**src/rtl/i2crts_pkg.sv**
```systemverilog
// types and codes shared by the i2c register transfer sequencer
// no dependencies
`timescale 1ns / 1ps
`default_nettype none

package i2crts_pkg;

	typedef enum logic [1:0] {
		REQ_WRITE    = 2'd0,
		REQ_READ     = 2'd1,
		REQ_EVENT    = 2'd2,
		REQ_DMA_DONE = 2'd3
	} req_type_t;

	typedef enum logic [2:0] {
		ACT_NONE   = 3'd0,
		ACT_START  = 3'd1,
		ACT_ADDR   = 3'd2,
		ACT_DATA   = 3'd3,
		ACT_STOP   = 3'd4,
		ACT_TX_DMA = 3'd5,
		ACT_RX_DMA = 3'd6
	} bus_action_t;

	typedef enum logic [8:0] {
		PH_IDLE      = 9'b000000001,
		PH_DEV_ADDR  = 9'b000000010,
		PH_REG_ADDR  = 9'b000000100,
		PH_DATA_ONLY = 9'b000001000,
		PH_REG_DATA  = 9'b000010000,
		PH_STOP      = 9'b000100000,
		PH_RESTART   = 9'b001000000,
		PH_READ_ADDR = 9'b010000000,
		PH_RX_DMA    = 9'b100000000
	} phase_t;

	localparam int unsigned ADDR_BYTES_W = 3;
	localparam int unsigned REG_ADDR_W   = 32;
	localparam int unsigned LENGTH_W     = 16;

	typedef struct packed {
		req_type_t                 req_type;
		logic [7:0]                device_address;
		logic [REG_ADDR_W-1:0]     register_address;
		logic [ADDR_BYTES_W-1:0]   register_address_bytes;
		logic [LENGTH_W-1:0]       transfer_length;
		logic [7:0]                single_data_byte;
		logic                      start_sent;
		logic                      address_acked;
		logic                      tx_empty;
		logic                      byte_finished;
	} item_t;

	typedef struct packed {
		logic                 request_status;
		bus_action_t          bus_action;
		logic [7:0]           bus_byte;
		logic [LENGTH_W-1:0]  dma_count;
		logic                 busy_now;
	} result_t;

endpackage

`default_nettype wire

```
**src/rtl/i2crts_req_if.sv**
```systemverilog
// request and bus event channel: valid/ready plus the input fields
// depends on nothing
`timescale 1ns / 1ps
`default_nettype none

interface i2crts_req_if;
	logic        valid;
	logic        ready;
	logic [1:0]  req_type;
	logic [7:0]  device_address;
	logic [31:0] register_address;
	logic [2:0]  register_address_bytes;
	logic [15:0] transfer_length;
	logic [7:0]  single_data_byte;
	logic        start_sent;
	logic        address_acked;
	logic        tx_empty;
	logic        byte_finished;

	modport source (
		output valid, req_type, device_address, register_address,
			register_address_bytes, transfer_length, single_data_byte,
			start_sent, address_acked, tx_empty, byte_finished,
		input ready
	);

	modport sink (
		input valid, req_type, device_address, register_address,
			register_address_bytes, transfer_length, single_data_byte,
			start_sent, address_acked, tx_empty, byte_finished,
		output ready
	);
endinterface

`default_nettype wire

```
**src/rtl/i2crts_rsp_if.sv**
```systemverilog
// result channel: valid/ready plus the bus action fields
// depends on nothing
`timescale 1ns / 1ps
`default_nettype none

interface i2crts_rsp_if;
	logic        valid;
	logic        ready;
	logic        request_status;
	logic [2:0]  bus_action;
	logic [7:0]  bus_byte;
	logic [15:0] dma_count;
	logic        busy_now;

	modport source (
		output valid, request_status, bus_action, bus_byte, dma_count, busy_now,
		input ready
	);

	modport sink (
		input valid, request_status, bus_action, bus_byte, dma_count, busy_now,
		output ready
	);
endinterface

`default_nettype wire

```
**src/rtl/i2c_register_transfer_sequencer_unit.sv**
```systemverilog
// top level of the i2c register transfer sequencer: input register,
// sequencer core and result register; depends on i2crts_pkg, the two
// channel interfaces and i2crts_seq_core
//
//   port  | dir | carries
//   ------+-----+-------------------------------------------------
//   req   | in  | write/read request, bus event or dma done, one per transaction
//   rsp   | out | request status, next bus action, byte, dma count, busy
//
// an accepted transaction passes the input register and then the result register
// before its result shows on rsp; one transaction per cycle is accepted while rsp
// is not stalled, as the core updates its state with each transaction it takes.
// arst_n clears the sequencer state and both stage valids.
// a stalled rsp holds its result; req keeps taking one more transaction
// into the input register and then drops ready until rsp moves.
`timescale 1ns / 1ps
`default_nettype none

module i2c_register_transfer_sequencer_unit #(
	parameter int MaxRegBytes = 4
) (
	input wire logic    clk,
	input wire logic    arst_n,
	i2crts_req_if.sink  req,
	i2crts_rsp_if.source rsp
);

	i2crts_pkg::item_t   item_in;
	i2crts_pkg::item_t   item_s1;
	logic                valid_s1;
	i2crts_pkg::result_t result_comb;
	i2crts_pkg::result_t rsp_q;
	logic                rsp_valid_q;
	logic                advance;
	logic                in_fire;

	assign item_in.req_type               = i2crts_pkg::req_type_t'(req.req_type);
	assign item_in.device_address         = req.device_address;
	assign item_in.register_address       = req.register_address;
	assign item_in.register_address_bytes = req.register_address_bytes;
	assign item_in.transfer_length        = req.transfer_length;
	assign item_in.single_data_byte       = req.single_data_byte;
	assign item_in.start_sent             = req.start_sent;
	assign item_in.address_acked          = req.address_acked;
	assign item_in.tx_empty               = req.tx_empty;
	assign item_in.byte_finished          = req.byte_finished;

	// the core commits a transaction only when its result has a place to go
	assign advance   = valid_s1 && (!rsp_valid_q || rsp.ready);
	assign req.ready = !valid_s1 || advance;
	assign in_fire   = req.valid && req.ready;

	always_ff @(posedge clk or negedge arst_n) begin
		if (!arst_n) begin
			valid_s1 <= 1'b0;
		end else if (in_fire) begin
			valid_s1 <= 1'b1;
		end else if (advance) begin
			valid_s1 <= 1'b0;
		end
	end

	always_ff @(posedge clk) begin
		if (in_fire) begin
			item_s1 <= item_in;
		end
	end

	i2crts_seq_core #(
		.MaxRegBytes(MaxRegBytes)
	) u_core (
		.clk    (clk),
		.arst_n (arst_n),
		.advance(advance),
		.item   (item_s1),
		.result (result_comb)
	);

	always_ff @(posedge clk or negedge arst_n) begin
		if (!arst_n) begin
			rsp_valid_q <= 1'b0;
		end else if (advance) begin
			rsp_valid_q <= 1'b1;
		end else if (rsp.ready) begin
			rsp_valid_q <= 1'b0;
		end
	end

	always_ff @(posedge clk) begin
		if (advance) begin
			rsp_q <= result_comb;
		end
	end

	assign rsp.valid          = rsp_valid_q;
	assign rsp.request_status = rsp_q.request_status;
	assign rsp.bus_action     = rsp_q.bus_action;
	assign rsp.bus_byte       = rsp_q.bus_byte;
	assign rsp.dma_count      = rsp_q.dma_count;
	assign rsp.busy_now       = rsp_q.busy_now;

endmodule

`default_nettype wire

```
**src/rtl/i2crts_seq_core.sv**
```systemverilog
// transaction state and next-action logic of the sequencer
// depends on i2crts_pkg
`timescale 1ns / 1ps
`default_nettype none

module i2crts_seq_core #(
	parameter int MaxRegBytes = 4
) (
	input  wire logic              clk,
	input  wire logic              arst_n,
	input  wire logic              advance,
	input  wire i2crts_pkg::item_t item,
	output i2crts_pkg::result_t    result
);

	// the byte count field tops out at 7, so larger limits are clipped to 7
	localparam int SatLimit = (MaxRegBytes > 7) ? 7 : MaxRegBytes;
	localparam logic [i2crts_pkg::ADDR_BYTES_W-1:0] MaxCnt =
		i2crts_pkg::ADDR_BYTES_W'(SatLimit);

	i2crts_pkg::phase_t                      phase_q, phase_d;
	logic [7:0]                              target_q, target_d;
	logic [i2crts_pkg::REG_ADDR_W-1:0]       reg_held_q, reg_held_d;
	logic [i2crts_pkg::ADDR_BYTES_W-1:0]     reg_left_q, reg_left_d;
	logic [i2crts_pkg::ADDR_BYTES_W-1:0]     reg_count_q, reg_count_d;
	logic                                    is_read_q, is_read_d;
	logic [i2crts_pkg::LENGTH_W-1:0]         length_q, length_d;
	logic [7:0]                              data_byte_q, data_byte_d;
	logic                                    dma_run_q, dma_run_d;

	logic                                    busy;
	logic [i2crts_pkg::ADDR_BYTES_W-1:0]     req_cnt;
	logic [i2crts_pkg::ADDR_BYTES_W-1:0]     left_dec;
	logic [7:0]                              reg_byte;
	logic [7:0]                              addr_wr;
	logic [7:0]                              addr_rd;

	// write data dispatch: stop, one byte then stop, or tx dma
	i2crts_pkg::bus_action_t                 wr_act;
	i2crts_pkg::phase_t                      wr_phase;
	logic [7:0]                              wr_byte;
	logic [i2crts_pkg::LENGTH_W-1:0]         wr_count;
	logic                                    wr_dma;

	assign busy    = (phase_q != i2crts_pkg::PH_IDLE) || dma_run_q;
	assign req_cnt = (item.register_address_bytes > MaxCnt) ? MaxCnt
		: item.register_address_bytes;
	assign left_dec = (reg_left_q != '0) ? reg_left_q - 1'b1 : reg_left_q;
	assign addr_wr  = {target_q[7:1], 1'b0};
	assign addr_rd  = {target_q[7:1], 1'b1};

	always_comb begin
		case (left_dec[1:0])
			2'd0:    reg_byte = reg_held_q[7:0];
			2'd1:    reg_byte = reg_held_q[15:8];
			2'd2:    reg_byte = reg_held_q[23:16];
			default: reg_byte = reg_held_q[31:24];
		endcase
		// positions past the 32-bit address send zero
		if (left_dec[2]) begin
			reg_byte = 8'd0;
		end
	end

	always_comb begin
		wr_byte  = 8'd0;
		wr_count = '0;
		wr_dma   = 1'b0;
		if (length_q == '0) begin
			wr_act   = i2crts_pkg::ACT_STOP;
			wr_phase = i2crts_pkg::PH_IDLE;
		end else if (length_q == i2crts_pkg::LENGTH_W'(1)) begin
			wr_act   = i2crts_pkg::ACT_DATA;
			wr_byte  = data_byte_q;
			wr_phase = i2crts_pkg::PH_STOP;
		end else begin
			wr_act   = i2crts_pkg::ACT_TX_DMA;
			wr_count = length_q;
			wr_dma   = 1'b1;
			wr_phase = i2crts_pkg::PH_IDLE;
		end
	end

	always_comb begin
		phase_d     = phase_q;
		target_d    = target_q;
		reg_held_d  = reg_held_q;
		reg_left_d  = reg_left_q;
		reg_count_d = reg_count_q;
		is_read_d   = is_read_q;
		length_d    = length_q;
		data_byte_d = data_byte_q;
		dma_run_d   = dma_run_q;

		result.request_status = 1'b0;
		result.bus_action     = i2crts_pkg::ACT_NONE;
		result.bus_byte       = 8'd0;
		result.dma_count      = '0;

		unique case (item.req_type) inside
			i2crts_pkg::REQ_WRITE, i2crts_pkg::REQ_READ: begin
				if (busy) begin
					result.request_status = 1'b1;
				end else begin
					target_d    = item.device_address;
					reg_held_d  = item.register_address;
					reg_count_d = req_cnt;
					reg_left_d  = req_cnt;
					is_read_d   = (item.req_type == i2crts_pkg::REQ_READ);
					length_d    = item.transfer_length;
					data_byte_d = (item.req_type == i2crts_pkg::REQ_WRITE)
						? item.single_data_byte : 8'd0;
					phase_d     = i2crts_pkg::PH_DEV_ADDR;
					result.bus_action = i2crts_pkg::ACT_START;
				end
			end
			i2crts_pkg::REQ_EVENT: begin
				unique case (phase_q)
					i2crts_pkg::PH_IDLE: begin
						phase_d = i2crts_pkg::PH_IDLE;
					end
					i2crts_pkg::PH_DEV_ADDR: begin
						if (item.start_sent) begin
							result.bus_action = i2crts_pkg::ACT_ADDR;
							if (is_read_q && reg_count_q == '0) begin
								result.bus_byte = addr_rd;
								phase_d         = i2crts_pkg::PH_RX_DMA;
							end else begin
								result.bus_byte = addr_wr;
								phase_d = (reg_count_q != '0) ? i2crts_pkg::PH_REG_ADDR
									: i2crts_pkg::PH_DATA_ONLY;
							end
						end
					end
					i2crts_pkg::PH_REG_ADDR: begin
						if (item.address_acked || item.tx_empty) begin
							reg_left_d        = left_dec;
							result.bus_action = i2crts_pkg::ACT_DATA;
							result.bus_byte   = reg_byte;
							if (left_dec == '0) begin
								phase_d = is_read_q ? i2crts_pkg::PH_RESTART
									: i2crts_pkg::PH_REG_DATA;
							end
						end
					end
					i2crts_pkg::PH_DATA_ONLY: begin
						if (item.address_acked) begin
							result.bus_action = wr_act;
							result.bus_byte   = wr_byte;
							result.dma_count  = wr_count;
							phase_d           = wr_phase;
							dma_run_d         = dma_run_q | wr_dma;
						end
					end
					i2crts_pkg::PH_REG_DATA: begin
						if (item.tx_empty) begin
							result.bus_action = wr_act;
							result.bus_byte   = wr_byte;
							result.dma_count  = wr_count;
							phase_d           = wr_phase;
							dma_run_d         = dma_run_q | wr_dma;
						end
					end
					i2crts_pkg::PH_STOP: begin
						if (item.tx_empty || item.byte_finished) begin
							result.bus_action = i2crts_pkg::ACT_STOP;
							phase_d           = i2crts_pkg::PH_IDLE;
						end
					end
					i2crts_pkg::PH_RESTART: begin
						if (item.tx_empty || item.byte_finished) begin
							result.bus_action = i2crts_pkg::ACT_START;
							phase_d           = i2crts_pkg::PH_READ_ADDR;
						end
					end
					i2crts_pkg::PH_READ_ADDR: begin
						if (item.start_sent) begin
							result.bus_action = i2crts_pkg::ACT_ADDR;
							result.bus_byte   = addr_rd;
							phase_d           = i2crts_pkg::PH_RX_DMA;
						end
					end
					i2crts_pkg::PH_RX_DMA: begin
						if (item.address_acked || item.byte_finished) begin
							if (length_q == '0) begin
								result.bus_action = i2crts_pkg::ACT_STOP;
							end else begin
								result.bus_action = i2crts_pkg::ACT_RX_DMA;
								result.dma_count  = length_q;
								dma_run_d         = 1'b1;
							end
							phase_d = i2crts_pkg::PH_IDLE;
						end
					end
					default: begin
						phase_d = i2crts_pkg::PH_IDLE;
					end
				endcase
			end
			default: begin
				if (dma_run_q) begin
					dma_run_d         = 1'b0;
					phase_d           = i2crts_pkg::PH_IDLE;
					result.bus_action = i2crts_pkg::ACT_STOP;
				end
			end
		endcase

		result.busy_now = (phase_d != i2crts_pkg::PH_IDLE) || dma_run_d;
	end

	always_ff @(posedge clk or negedge arst_n) begin
		if (!arst_n) begin
			phase_q     <= i2crts_pkg::PH_IDLE;
			target_q    <= '0;
			reg_held_q  <= '0;
			reg_left_q  <= '0;
			reg_count_q <= '0;
			is_read_q   <= 1'b0;
			length_q    <= '0;
			data_byte_q <= '0;
			dma_run_q   <= 1'b0;
		end else if (advance) begin
			phase_q     <= phase_d;
			target_q    <= target_d;
			reg_held_q  <= reg_held_d;
			reg_left_q  <= reg_left_d;
			reg_count_q <= reg_count_d;
			is_read_q   <= is_read_d;
			length_q    <= length_d;
			data_byte_q <= data_byte_d;
			dma_run_q   <= dma_run_d;
		end
	end

endmodule

`default_nettype wire
```
**src/flat_wrapper.sv**
```systemverilog
// flat-port wrapper written by rule: the top's interface ports become plain ports
module i2c_register_transfer_sequencer_unit_flat 
#(
	parameter int MaxRegBytes = 4
)
  (clk, arst_n, req_valid, req_req_type, req_device_address, req_register_address, req_register_address_bytes, req_transfer_length, req_single_data_byte, req_start_sent, req_address_acked, req_tx_empty, req_byte_finished, req_ready, rsp_valid, rsp_request_status, rsp_bus_action, rsp_bus_byte, rsp_dma_count, rsp_busy_now, rsp_ready);
  i2crts_req_if req_i ();
  i2crts_rsp_if rsp_i ();
  input wire logic clk;
  input wire logic arst_n;
  input wire logic [$bits(req_i.valid)-1:0] req_valid;
  input wire logic [$bits(req_i.req_type)-1:0] req_req_type;
  input wire logic [$bits(req_i.device_address)-1:0] req_device_address;
  input wire logic [$bits(req_i.register_address)-1:0] req_register_address;
  input wire logic [$bits(req_i.register_address_bytes)-1:0] req_register_address_bytes;
  input wire logic [$bits(req_i.transfer_length)-1:0] req_transfer_length;
  input wire logic [$bits(req_i.single_data_byte)-1:0] req_single_data_byte;
  input wire logic [$bits(req_i.start_sent)-1:0] req_start_sent;
  input wire logic [$bits(req_i.address_acked)-1:0] req_address_acked;
  input wire logic [$bits(req_i.tx_empty)-1:0] req_tx_empty;
  input wire logic [$bits(req_i.byte_finished)-1:0] req_byte_finished;
  output wire logic [$bits(req_i.ready)-1:0] req_ready;
  output wire logic [$bits(rsp_i.valid)-1:0] rsp_valid;
  output wire logic [$bits(rsp_i.request_status)-1:0] rsp_request_status;
  output wire logic [$bits(rsp_i.bus_action)-1:0] rsp_bus_action;
  output wire logic [$bits(rsp_i.bus_byte)-1:0] rsp_bus_byte;
  output wire logic [$bits(rsp_i.dma_count)-1:0] rsp_dma_count;
  output wire logic [$bits(rsp_i.busy_now)-1:0] rsp_busy_now;
  input wire logic [$bits(rsp_i.ready)-1:0] rsp_ready;
  assign req_i.valid = req_valid;
  assign req_i.req_type = req_req_type;
  assign req_i.device_address = req_device_address;
  assign req_i.register_address = req_register_address;
  assign req_i.register_address_bytes = req_register_address_bytes;
  assign req_i.transfer_length = req_transfer_length;
  assign req_i.single_data_byte = req_single_data_byte;
  assign req_i.start_sent = req_start_sent;
  assign req_i.address_acked = req_address_acked;
  assign req_i.tx_empty = req_tx_empty;
  assign req_i.byte_finished = req_byte_finished;
  assign req_ready = req_i.ready;
  assign rsp_valid = rsp_i.valid;
  assign rsp_request_status = rsp_i.request_status;
  assign rsp_bus_action = rsp_i.bus_action;
  assign rsp_bus_byte = rsp_i.bus_byte;
  assign rsp_dma_count = rsp_i.dma_count;
  assign rsp_busy_now = rsp_i.busy_now;
  assign rsp_i.ready = rsp_ready;
  i2c_register_transfer_sequencer_unit #(.MaxRegBytes(MaxRegBytes)) u_core (.clk(clk), .arst_n(arst_n), .req(req_i), .rsp(rsp_i));
endmodule
```
**config.mk**
```make
export PLATFORM = sky130hd
export DESIGN_NAME = i2c_register_transfer_sequencer_unit_flat
export DESIGN_NICKNAME = d
export VERILOG_FILES = /design/src/rtl/i2crts_pkg.sv /design/src/rtl/i2crts_req_if.sv /design/src/rtl/i2crts_rsp_if.sv /design/src/rtl/i2c_register_transfer_sequencer_unit.sv /design/src/rtl/i2crts_seq_core.sv /design/src/flat_wrapper.sv
export SDC_FILE = /design/constraint.sdc
export NUM_CORES = 1
export LEC_CHECK = 0
export ABC_AREA = 1
export BUFFER_PORTS_ARGS = -buffer_cell sky130_fd_sc_hd__buf_4
export CAP_MARGIN = 15
export CORE_ASPECT_RATIO = 1.75
export CORE_MARGIN = 4
export CORE_UTILIZATION = 50
export CTS_BUF_LIST = sky130_fd_sc_hd__clkbuf_8
export CTS_CLUSTER_SIZE = 16
export DETAILED_ROUTE_END_ITERATION = 7
export GPL_TIMING_DRIVEN = 0
export PLACE_DENSITY = 0.68
export SYNTH_ARGS = -nofsm -noshare
export SYNTH_HDL_FRONTEND = slang
export SYNTH_SLANG_ARGS = --single-unit
```
**constraint.sdc**
```tcl
create_clock -name clk -period 5.2 [get_ports clk]
set_input_delay 0.52 -clock clk [delete_from_list [all_inputs] [get_ports clk]]
set_output_delay 0.52 -clock clk [all_outputs]
set_load 0.005 [all_outputs]
```
# Word-level counts from Yosys, hierarchy flattened
# Cells that the tools add are included.
[word_totals]
word_cells = 137
inputBits = 77
reg_bits = 185
[classes]
n_mux = 64
order_cmp = 1
n_eq_ne = 18
n_bitwise = 2
add_sub_neg = 1
reduce_logical = 25
[op_table]
columns = ["cell", "n"]
rows = [
  ["$mux W9", 12],
  ["$pmux W9 S8", 1],
  ["$mux W16", 4],
  ["$mux W27", 2],
  ["$pmux W16 S3", 1],
  ["$pmux W8 S5", 1],
  ["$mux W8", 4],
  ["$mux W10", 3],
  ["$mux W3", 10],
  ["$pmux W3 S8", 1],
  ["$pmux W8 S3", 1],
  ["$ne A9 B1 Y1 const B", 2],
  ["$pmux W9 S2", 1],
  ["$eq A16 B1 Y1 const B", 1],
  ["$logic_not A16 Y1", 1],
  ["$mux W1", 14],
  ["$mux W6", 2],
  ["$pmux W3 S2", 2],
  ["$eq A9 B2 Y1 const B", 1],
  ["$eq A9 B3 Y1 const B", 1],
  ["$eq A9 B4 Y1 const B", 1],
  ["$eq A9 B5 Y1 const B", 1],
  ["$eq A9 B6 Y1 const B", 1],
  ["$eq A9 B7 Y1 const B", 1],
  ["other kinds (25)", 42],
]

# Logic depth before layout (Yosys ltp)
[depth]
ltp_word = 9
mapped_depth = 18
ltp_nobuf = 18

# Hierarchy
# Synthesis repeated with hierarchy kept, for this count alone.
[hier_totals]
cells_unflattened = 692
hier_area_um2 = 7841.3
[by_module_without_submodules]
columns = ["module", "instances", "area_per_inst_um2", "seq_area_each_um2", "cells_per_inst"]
rows = [
  ["i2crts_seq_core", 1, 4683.2, 2003.2, 578],
  ["i2c_register_transfer_sequencer_unit", 1, 3158.0, 3113.0, 114],
]

# Worst setup path after synthesis
# No wires, ideal clock.
[synth_timing]
path_kind = "input to register"
startpoint = "input rsp_ready"
endpoint = "register u_core.item_s1[0] in the netlist's numbering (enable)"
path_stages = 4
path_slack_ns = 2.625
setup_time_ns = 0.426
arrival_ns = 2.149
cell_sequence = "inv_1 > nand3_1 > nand2_1 > inv_1"
[synth_via]
elab_chain_cells = 4
[synth_rtl]
columns = ["element", "line", "text"]
rows = [
  ["from (decl)", "flat_wrapper.sv:29", "input wire logic [$bits(rsp_i.ready)-1:0] rsp_ready;"],
  ["$logic_or A1 B1 Y1", "i2c_register_transfer_sequencer_unit.sv:49", "assign advance = valid_s1 && (!rsp_valid_q || rsp.ready);"],
  ["$logic_and A1 B1 Y1", "i2c_register_transfer_sequencer_unit.sv:49", ""],
  ["$logic_or A1 B1 Y1", "i2c_register_transfer_sequencer_unit.sv:50", "assign req.ready = !valid_s1 || advance;"],
  ["net req_ready", "flat_wrapper.sv:22", "output wire logic [$bits(req_i.ready)-1:0] req_ready;"],
  ["$logic_and A1 B1 Y1", "i2c_register_transfer_sequencer_unit.sv:51", "assign in_fire = req.valid && req.ready;"],
  ["net u_core.in_fire", "i2c_register_transfer_sequencer_unit.sv:35", "logic in_fire;"],
  ["to (signal assigned)", "i2c_register_transfer_sequencer_unit.sv:65", "item_s1 <= item_in;"],
  ["to (decl)", "i2c_register_transfer_sequencer_unit.sv:29", "i2crts_pkg::item_t item_s1;"],
]
# The timed path passes the listed nets, and every way through them passes these cells.
# A chain may end at the register's enable or synchronous reset.

# Worst setup path after layout
[layout_timing]
startpoint = "register u_core.u_core.reg_left_q[0] in the netlist's numbering"
endpoint = "register u_core.rsp_q, in the netlist u_core.rsp.bus_byte[0], data pin"
[layout_via]
elab_chain_cells = 7
[layout_rtl]
columns = ["element", "line", "text"]
rows = [
  ["from (decl)", "i2crts_seq_core.sv:24", "logic [i2crts_pkg::ADDR_BYTES_W-1:0] reg_left_q, reg_left_d;"],
  ["from (signal assigned)", "i2crts_seq_core.sv:227", "reg_left_q <= reg_left_d;"],
  ["$sub A3 B1 Y3 or $reduce_bool A3 Y1 (tied branches)", "i2crts_seq_core.sv:48", "assign left_dec = (reg_left_q != '0) ? reg_left_q - 1'b1 : reg_left_q;"],
  ["$mux W3 *", "i2crts_seq_core.sv:48", ""],
  ["$eq A2 B2 Y1, or another cell as far along", "i2crts_seq_core.sv:53", "case (left_dec[1:0])"],
  ["$pmux W8 S3", "i2crts_seq_core.sv:53", ""],
  ["$mux W8 *", "i2crts_seq_core.sv:60", "if (left_dec[2]) begin"],
  ["$mux W10 *", "i2crts_seq_core.sv:136", "if (item.address_acked || item.tx_empty) begin"],
  ["$pmux W8 S5 *", "i2crts_seq_core.sv:118", "unique case (phase_q)"],
  ["to (signal assigned)", "i2c_register_transfer_sequencer_unit.sv:91", "rsp_q <= result_comb;"],
  ["to (decl)", "i2c_register_transfer_sequencer_unit.sv:32", "i2crts_pkg::result_t rsp_q;"],
]
# Every way passes the cells marked *; elsewhere a longest branch is shown, timed or not.

==> run_results.csv <==
group,metric,value,unit
critical_path,cp-start-kind,"flip-flop",
route,ant_nets,0,
route,drc_errors,0,
route,drt-total-wl,18600,µm
timing,finalHoldViolCount,0,
final_layout,insertedDiodeCount,0,
critical_path,critical_path_arrival,2.89,ns
global_routing,grt_pass1_vias,5924,
yosys,syn_nets,846,
route,via_count,5698,
clock_network,htreeDepth,4,
placed_design,gp_congestion,0.867,
yosys,syn_area_per_cell,10.2,µm²
critical_path,critical_path.endpoint_type,"flip-flop",
clock_network,cts_tree,"built",
route,dr.pass1.iters,5,
clock_network,cts_hold_buf,0,
critical_path,r2r_setup_slack,2.54,ns
timing,finalClockSkew,0.0222,ns
critical_path,crit_family,"simple AND/OR/NAND/NOR gates",
critical_path,path_max_fanout,9,
timing,fin_crit_sh,51.2,%
floorplan,num_io_pins,108,
final_layout,fin_area,9290,µm²
critical_path,crit_chain,"inv_1 > ha_1 > ha_1 > inv_1 > nand2_1 > nand2_1 > nor2_2 > inv_1 > o211ai_1 > nand4_1 > nand2_1 > inv_1",
floorplan,core-area,15400,µm²
worst_hold_path,hold_class,"in2reg",
floorplan,die_area,17800,µm²
yosys,synth_cells,764,
critical_path,slowest_delay,0.41,ns
clock_network,clkTransAtPathRegs,0.12,ns
critical_path,path_class,"reg2reg",
timing,fin_tns_setup,0,ns
clock_network,ctsResizeCount,0,
critical_path,cpMaxStageDelayCell,"dfrtp_1",
yosys,seq_area_frac_synth,65.0,%
clock_network,numCtsBuffers,17,
pwr,internal_power,0.00265,W
clock_network,root_buffer,"clkbuf_8",
timing,post-route-min-period,2.66,ns
final_layout,most-common-layout-cells,"227 x nand2_1, 108 x buf_4, 101 x edfxtp_1",
final_layout,postLayoutCoreUtil,60.3,%
pwr,vdd_ir_drop_max,0.270,mV
final_layout,layout_commonest_cell,"nand2_1",
pwr,sw_frac_of_total,37.0,%
floorplan,die_h,173,µm
final_layout,nFillCells,1265,
timing,max_freq,375,MHz
route,vias_per_cell,5.23,
global_routing,grt_usage,22.1,%
yosys,yosysWarnings,0,
pwr,pwr-share-comb,28.1,%
global_routing,grt_overflow,0,
critical_path,cp_common_cell,"inv_1",
global_routing,grt_max_degree,83,
final_layout,final_nets,972,
timing,worst_pin_slew,1.06,ns
route,wl_per_cell,17.1,µm
pwr,p_clk_share,22.9,%
global_routing,grt_pass1_wl,29900,µm
critical_path,path_buf_inv,4,
placed_design,post-dp-hpwl,13700,µm
pwr,power_density,453,nW/µm²
critical_path,cp.required,5.43,ns
pwr,power_switching,0.00156,W
floorplan,rows,60,
outcome,outcome,"completed",
route,drtIter0Drc,274,
global_routing,antenna_found_initial,0,
final_layout,syn2layout_area_growth,18.7,%
pwr,leakage,4.18,nW
clock_network,clockBufferDepth,2,
floorplan,die_x,103,µm
timing,slew_viol_final,0,
yosys,yosysUniqueCellTypes,35,
final_layout,layout-drive-gt1-share,21.2,%
placed_design,dpl.cell_count,1057,
yosys,synth.cell_area,7820,µm²
floorplan,initial_core_util,50.8,%
timing,rsz0062_at_grt,"no",
clock_network,postCtsSetupBuffers,0,
pwr,seqPwrFrac,49.0,%
final_layout,fin_cells,1089,
placed_design,placed_cell_area,8870,µm²
clock_network,cts_sinks,183,
flow_run,drv_cap,0,
yosys,ys_seq_elements,183,
placed_design,port_buffers,106,
timing,setup_violations,0,
timing,max-slew-margin-rel,29.3,%
clock_network,insertion_delay,0.47,ns
routing by layer:
metal | GRT usage, % | up-vias | part of all wire [%] | wire (µm)
li1 | - | 2787 | - | -
met1 | 25.2 | 2708 | 37 | 6800
met2 | 40.8 | 175 | 57 | 10500
met3 | 3.46 | 28 | 4.7 | 870
met4 | 7.12 | 0 | 2.2 | 413
met5 | 0 | - | 0 | 0
synth_stat cells:
cell	count	share of area (%)
nand2_4	2	0.29
a21oi_1	12	0.77
a41oi_1	2	0.22
buf_4	2	0.19
o311ai_1	1	0.11
o311ai_0	1	0.11
inv_2	2	0.096
nor2_4	7	1.0
dfrtp_1	81	26
buf_6	4	0.58
or2_2	1	0.080
o21ai_0	58	3.7
nand3_1	37	2.4
nand4_1	8	0.64
ha_1	5	0.80
o2111ai_1	1	0.11
nor3_1	11	0.70
o211ai_1	11	1.1
a21oi_2	1	0.11
nand3_2	3	0.38
nand2_1	227	11
clkbuf_1	7	0.34
a221oi_1	3	0.34
nor2_1	45	2.2
a211oi_1	2	0.19
edfxtp_1	101	39
nor3_2	12	1.5
inv_1	89	4.3
buf_2	8	0.51
nor2_2	3	0.24
o21ai_1	6	0.38
nor4_1	1	0.080
o22ai_1	4	0.32
nand2_2	5	0.40
dfstp_2	1	0.34
state kept, by name, indices dropped and copies added (netlist names), 7 cells and up:
signal,count
u_core.item_s1,72
u_core.u_core.reg_held_q,32
u_core.u_core.phase_q,9
u_core.u_core.length_q,16
u_core.rsp.bus_byte,8
u_core.u_core.data_byte_q,8
u_core.rsp.dma_count,16
u_core.u_core.target_q,7
worst register-to-register path, delay by kind of cell, from the launching register on:
family,cells,cell delay (ns)
simple gates,5,0.83
buf+inv,4,0.47
fa+ha+maj,2,0.41
compound gates,1,0.33
flops,1,0.41
power groups by stage:
stage / Combinational [W] / Clock (W) / Sequential [W]
after floorplan: 0.000781 / 0 / 0.00205
after global placement: 0.00115 / 0 / 0.00208
after detailed placement: 0.00118 / 0 / 0.00209
after CTS: 0.00119 / 0.000982 / 0.00206
after global routing: 0.00135 / 0.00105 / 0.00210
final: 0.00118 / 0.000964 / 0.00206
final timing paths:
path / startpoint / to / cells after the start
setup reg to reg: u_core.u_core.reg_left_q[0]$_DFFE_PN0P_ / u_core.rsp.bus_byte[0]$_SDFFCE_PN0P_ / 12
hold reg to reg: u_core.item_s1[32]$_DFFE_PP_ / u_core.u_core.reg_held_q[1]$_DFFE_PN0P_ / 2
min in group asynchronous: arst_n / u_core.u_core.reg_held_q[8]$_DFFE_PN0P_ / 1
setup / recovery: u_core.u_core.reg_left_q[0]$_DFFE_PN0P_ / u_core.rsp.bus_byte[0]$_SDFFCE_PN0P_ / 12
hold / removal: req_register_address[2] / u_core.item_s1[33]$_DFFE_PP_ / 1
max in group asynchronous: arst_n / u_core.u_core.data_byte_q[1]$_DFFE_PN0P_ / 1
cell families (layout without fill, tap and decap cells):
logic type                 after synthesis  in the layout  synth area share [%]
DFF                                    183            183                  65.0
and+or+nand+nor                        362            362                  20.8
AOI/OAI and AO/OA                      102            102                  7.44
buffers and inverters                  112            251                  5.98
adders and majority gates                5              5                 0.800
through the flow:
stage,hold slack [ns],total power [W],worst slack [ns]
after floorplan,0.224,0.00283,2.63
after global placement,0.433,0.00323,2.01
after detailed placement,0.435,0.00327,2.56
after CTS,0.197,0.00423,2.56
after global routing,0.179,0.00449,2.33
final,0.214,0.00421,2.54
layout make-up:
cell class                      count  area [µm²]  share of cell area, %
Timing Repair Buffer              107         816                   8.79
Inverter                           91         342                   3.68
Clock buffer                       17         234                   2.52
Buffer                             21         128                   1.37
Tap cell                          186         233                   2.51
Clock inverter                     15         178                   1.91
Multi-Input combinational cell    469        2270                   24.4
Sequential cell                   183        5090                   54.8
Power figures use the tool's default switching activity.
